==> src/hdl/knps_front.sv <==
// Front end: accepts items and queues them in a two-entry FIFO for the back end.
`default_nettype none
module knps_front #(
    parameter int unsigned W = 8
) (
    input  wire logic         i_clk,
    input  wire logic         i_rst_n,
    input  wire logic         i_valid,
    output logic              o_ready,
    input  wire logic [W-1:0] i_data,
    output logic              o_valid,
    input  wire logic         i_ready,
    output logic      [W-1:0] o_data
);
    logic [W-1:0] r_q [2];
    logic         r_rd;
    logic         r_wr;
    logic [1:0]   r_cnt;
    logic         push;
    logic         pop;

    assign o_ready = (r_cnt != 2'd2);
    assign o_valid = (r_cnt != 2'd0);
    assign o_data  = r_q[r_rd];
    assign push    = i_valid && o_ready;
    assign pop     = o_valid && i_ready;

    always_ff @(posedge i_clk) begin
        if (push) begin
            r_q[r_wr] <= i_data;
        end
        if (!i_rst_n) begin
            r_rd  <= 1'b0;
            r_wr  <= 1'b0;
            r_cnt <= 2'd0;
        end else begin
            if (push) r_wr <= ~r_wr;
            if (pop) r_rd <= ~r_rd;
            r_cnt <= r_cnt + {1'b0, push} - {1'b0, pop};
        end
    end

    a_cnt_bound: assert property (@(posedge i_clk) disable iff (!i_rst_n) r_cnt <= 2'd2)
        else $error("queue count overflow");
    a_pop_nonempty: assert property (@(posedge i_clk) disable iff (!i_rst_n)
        (r_cnt == 2'd0) |=> (r_cnt <= 2'd1))
        else $error("queue jumped from empty");
    a_full_holds: assert property (@(posedge i_clk) disable iff (!i_rst_n)
        (r_cnt == 2'd2 && !i_ready) |=> (r_cnt == 2'd2))
        else $error("full queue changed without pop");
endmodule
`default_nettype wire

==> config.mk <==
export PLATFORM = sky130hd
export DESIGN_NAME = knps_front
export DESIGN_NICKNAME = d
export VERILOG_FILES = /design/src/hdl/knps_front.sv
export SDC_FILE = /design/constraint.sdc
export NUM_CORES = 1
export LEC_CHECK = 0
export ABC_AREA = 1
export BUFFER_PORTS_ARGS = -buffer_cell sky130_fd_sc_hd__buf_2
export CAP_MARGIN = 30
export CORE_MARGIN = 2
export CORE_UTILIZATION = 54
export DETAILED_ROUTE_END_ITERATION = 12
export PLACE_DENSITY = 0.9
export SLEW_MARGIN = 5
export SYNTH_ARGS = -nofsm -noshare
export SYNTH_HDL_FRONTEND = slang
export SYNTH_SLANG_ARGS = --single-unit
==> constraint.sdc <==
create_clock -name i_clk -period 4.9 [get_ports i_clk]
set_clock_uncertainty 0.15 [all_clocks]
set_input_delay 0.49 -clock i_clk [delete_from_list [all_inputs] [get_ports i_clk]]
set_output_delay 0.49 -clock i_clk [all_outputs]
set_load 0.01 [all_outputs]
==> results.md <==
Die:
- For this configuration, the core starts out at a cell density of 0.579.
- The core region is about 1500 sq um.
- After floorplanning, the core was divided into 14 placement rows.
- 22 I/O pins were placed.
- The die extent in y is about 44 um.
- The die covers roughly 2000 sq um.
- From left edge to right edge, the die measures approximately 44 um.

Critical path:
- Data arrives at the worst endpoint at 1390 ps.
- STA classifies the critical path endpoint as a primary output.
- Of all nets on the critical path, the largest fanout is 8.
- Data on the critical path is required at its endpoint by 4260 ps.
- The worst setup path is of the reg2out kind.
- The element type at the critical path start is a register.

Final layout:
- The area taken by flip-flops and latches is between 500 and 600 sq um.
- The final instance area is slightly above 1000 sq um.
- The repair_antennas step left the layout with diodes totalling 0.
- The area growth from synthesis to layout is 16.1%.
- At the end of the flow, the number of nets in the layout was 100.
- The multi-input combinational cells in the finished layout cover a total of around 250 sq um.
- After filler insertion, the fill cell instance count of the layout stands at ~120.
- Leaving out filler cells and counting taps, the final layout contains slightly above 100.
- Of the cells placed in the final design, the portion with a size suffix greater than 1 is 0.435.
- The end-of-flow core utilization is 0.672.

Clock tree:
- The number of buffers on the longest clock path is 2.
- After clock tree synthesis, the repair step resized 0 gates.
- Clock-pin slew was measured on the worst setup and hold paths at about 100 ps.
- The maximum level of the CTS H-tree is 1.
- Counting the buffers created by CTS gives 3.
- After clock tree synthesis, the flow added hold-fix buffers numbering 0.
- Buffers added to address setup during post-CTS repair amount to 0.
- TritonCTS built the clock tree.
- The root buffer cell chosen for the clock tree is clkbuf_4.
- The clock latency of the later-clocked register in the worst-skew pair is between 200 and 300 ps.
- The clock net in this run drives a total of 21 sinks.

Timing:
- The worst slew slack as a fraction of its limit is 0.553.
- Across all hold checks on the routed design, the worst slack comes to between 200 and 250 ps.
- The hold violation total from the final report is 0.
- Dividing the final minimum period by the clock period gives 0.414.
- Counting I/O delays and the setup requirement, the final critical path takes around 2000 ps.
- Setup total negative slack on the finished layout was measured at 0 ps.
- Setup violations remaining at the end of the flow were counted as 0.
- The achievable frequency is just under 500 MHz.
- The max-slew violation total from the final report was 0.
- Setup repair after global routing left no endpoint under its margin.
- Setup slack closes at between 2000 and 3000 ps.
- For the pin with the worst max-slew slack, the measured transition is between 600 and 700 ps.

Logic synthesis:
- In this run, synthesis inferred 16 flip-flops with an integrated enable.
- The count of synthesis-stage warnings from yosys is 0.
- After synthesis, the most frequently instantiated cells are edfxtp_1, mux2_4, inv_1, nand2_1, nor2_1.
- The number of nets handed over by synthesis was between 70 and 80.
- The sequential-to-total area share from yosys stat is 0.666.
- The post-synthesis instance area is roughly 870 sq um.
- The most used flip-flop cell after synthesis is edfxtp_1.
- The proportion of register bits with asynchronous set or reset after synthesis is 0.
- The post-synthesis sequential element count is 21.
- Averaged over all synthesized cells, the footprint is roughly 14 sq um.
- After synthesis, the cell types taking the most area are edfxtp_1, mux2_4, dfxtp_1.
- The most frequent cell after synthesis is edfxtp_1.
- The number of cells produced by synthesis is 61.
- The share of synthesized area in the top cell type comes to 0.551.
- Summed over all instances, the cell type with the most area after synthesis is edfxtp_1.
- The number of distinct standard cells referenced by the synthesized netlist is 14.

Place:
- The final weighted congestion of routability-driven global placement is roughly 0.81.
- Before CTS, the worst setup slack after placement is 3110 ps.
- After detailed placement, the total cell area comes to a little under 1000 sq um.
- The HPWL after detailed placement is between 900 and 1000 um.
- The number of buffers inserted by port buffering is 21.
- The placed cell count is just under 100.

Drt:
- The overall routed net length is approximately 1200 um.
- In the final routed layout, each cell accounts on average for 11.6 um.
- In this run the remaining antenna-violating nets after routing total 0.
- The number of design-rule violations left by the first detailed-router iteration is 9.
- The vias after detailed routing is 497.
- In the routed design, unresolved DRC markers number 0.
- The vias per cell is between 4 and 5.
- The pre-antenna-repair detailed-routing pass consisted of 3 iterations.

Job:
- Max-cap violations in this run came to 0.

GRT:
- The initial antenna violation count is 0.
- Entering global routing, the biggest net connects 12 pins.
- The overall track demand over capacity in global routing is 0.131.
- The via count of the first global-routing pass came to about 440.
- The wire length of the first global-routing pass is about 1800 um.
- Global routing finished with a remaining overflow of 0.

Power and ir drop:
- The total power per unit cell area is ~490 nW/um^2.
- The total power is 0.497 mW.
- The worst-case IR drop observed on VDD is 260 uV.
- The static power due to leakage is 0.447 nW.

Status:
- The flow ran to the end, and the final reports show no timing, DRC or antenna violations.

Hold path:
- The path type of the worst min-delay path is in2reg.
-- layout by cell type, fill, tap and decap left out --
| cell type | n |
|---|---|
| buf_2 | 21 |
| clkbuf_4 | 3 |
| nand2_2 | 2 |
| a21oi_1 | 2 |
| nor2_1 | 6 |
| clkbuf_1 | 1 |
| edfxtp_1 | 16 |
| ha_1 | 2 |
| nor2_4 | 1 |
| mux2_4 | 8 |
| nand3_1 | 2 |
| nand3_2 | 1 |
| dfxtp_1 | 5 |
| nor2_2 | 1 |
| inv_1 | 7 |
| nand2_1 | 7 |
-- logic make-up after synthesis --
kind of cell | share of synthesized area
adder cells (fa/ha/maj) | 0.0287
multiplexers | 0.138
flip-flops | 0.666
AND/OR/NAND/NOR | 0.113
buffers and inverters | 0.0430
AO/OA/AOI/OAI | 0.0115
-- registers in the layout, summed over array words and instances, names as in the netlist, named ones only --
name and flops:
r_cnt 2, r_wr 1, r_rd 1, r_q 16
-- area by class of cell --
class / instances / share of cell area
Tap cell: 16 / 0.0198
Clock buffer: 4 / 0.0260
Multi-Input combinational cell: 32 / 0.251
Inverter: 7 / 0.0260
Timing Repair Buffer: 21 / 0.104
Sequential cell: 21 / 0.574
-- power by group --
group          total, mW  internal, mW  switching [mW]
Clock             0.0779        0.0316          0.0462
Combinational      0.164        0.0810          0.0834
Sequential         0.254         0.228          0.0261
-- worst paths after layout --
kind / to / cells after the start / slack, ps / start
worst max-delay path: o_data[7] / 2 / 2870 / register
worst min-delay path: r_q[1][0] / 1 / 230 / i_data[0]
worst max register to register: r_cnt[1] / 10 / 3180 / r_cnt[0]
worst min register to register: r_rd / 2 / 380 / r_rd
-- metal layers --
layer,global-route usage,part of all wire,vias up
met5,0,0,-
met3,0.0367,0.067,2
met2,0.224,0.49,16
met4,0.0545,0.014,0
li1,-,-,257
met1,0.155,0.43,222
-- worst max-delay path: stages, from the launching register on --
cell and delay, ps:
dfxtp_1 620, mux2_4 340, buf_2 140
Note: power is estimated with default switching activity, not from simulation.
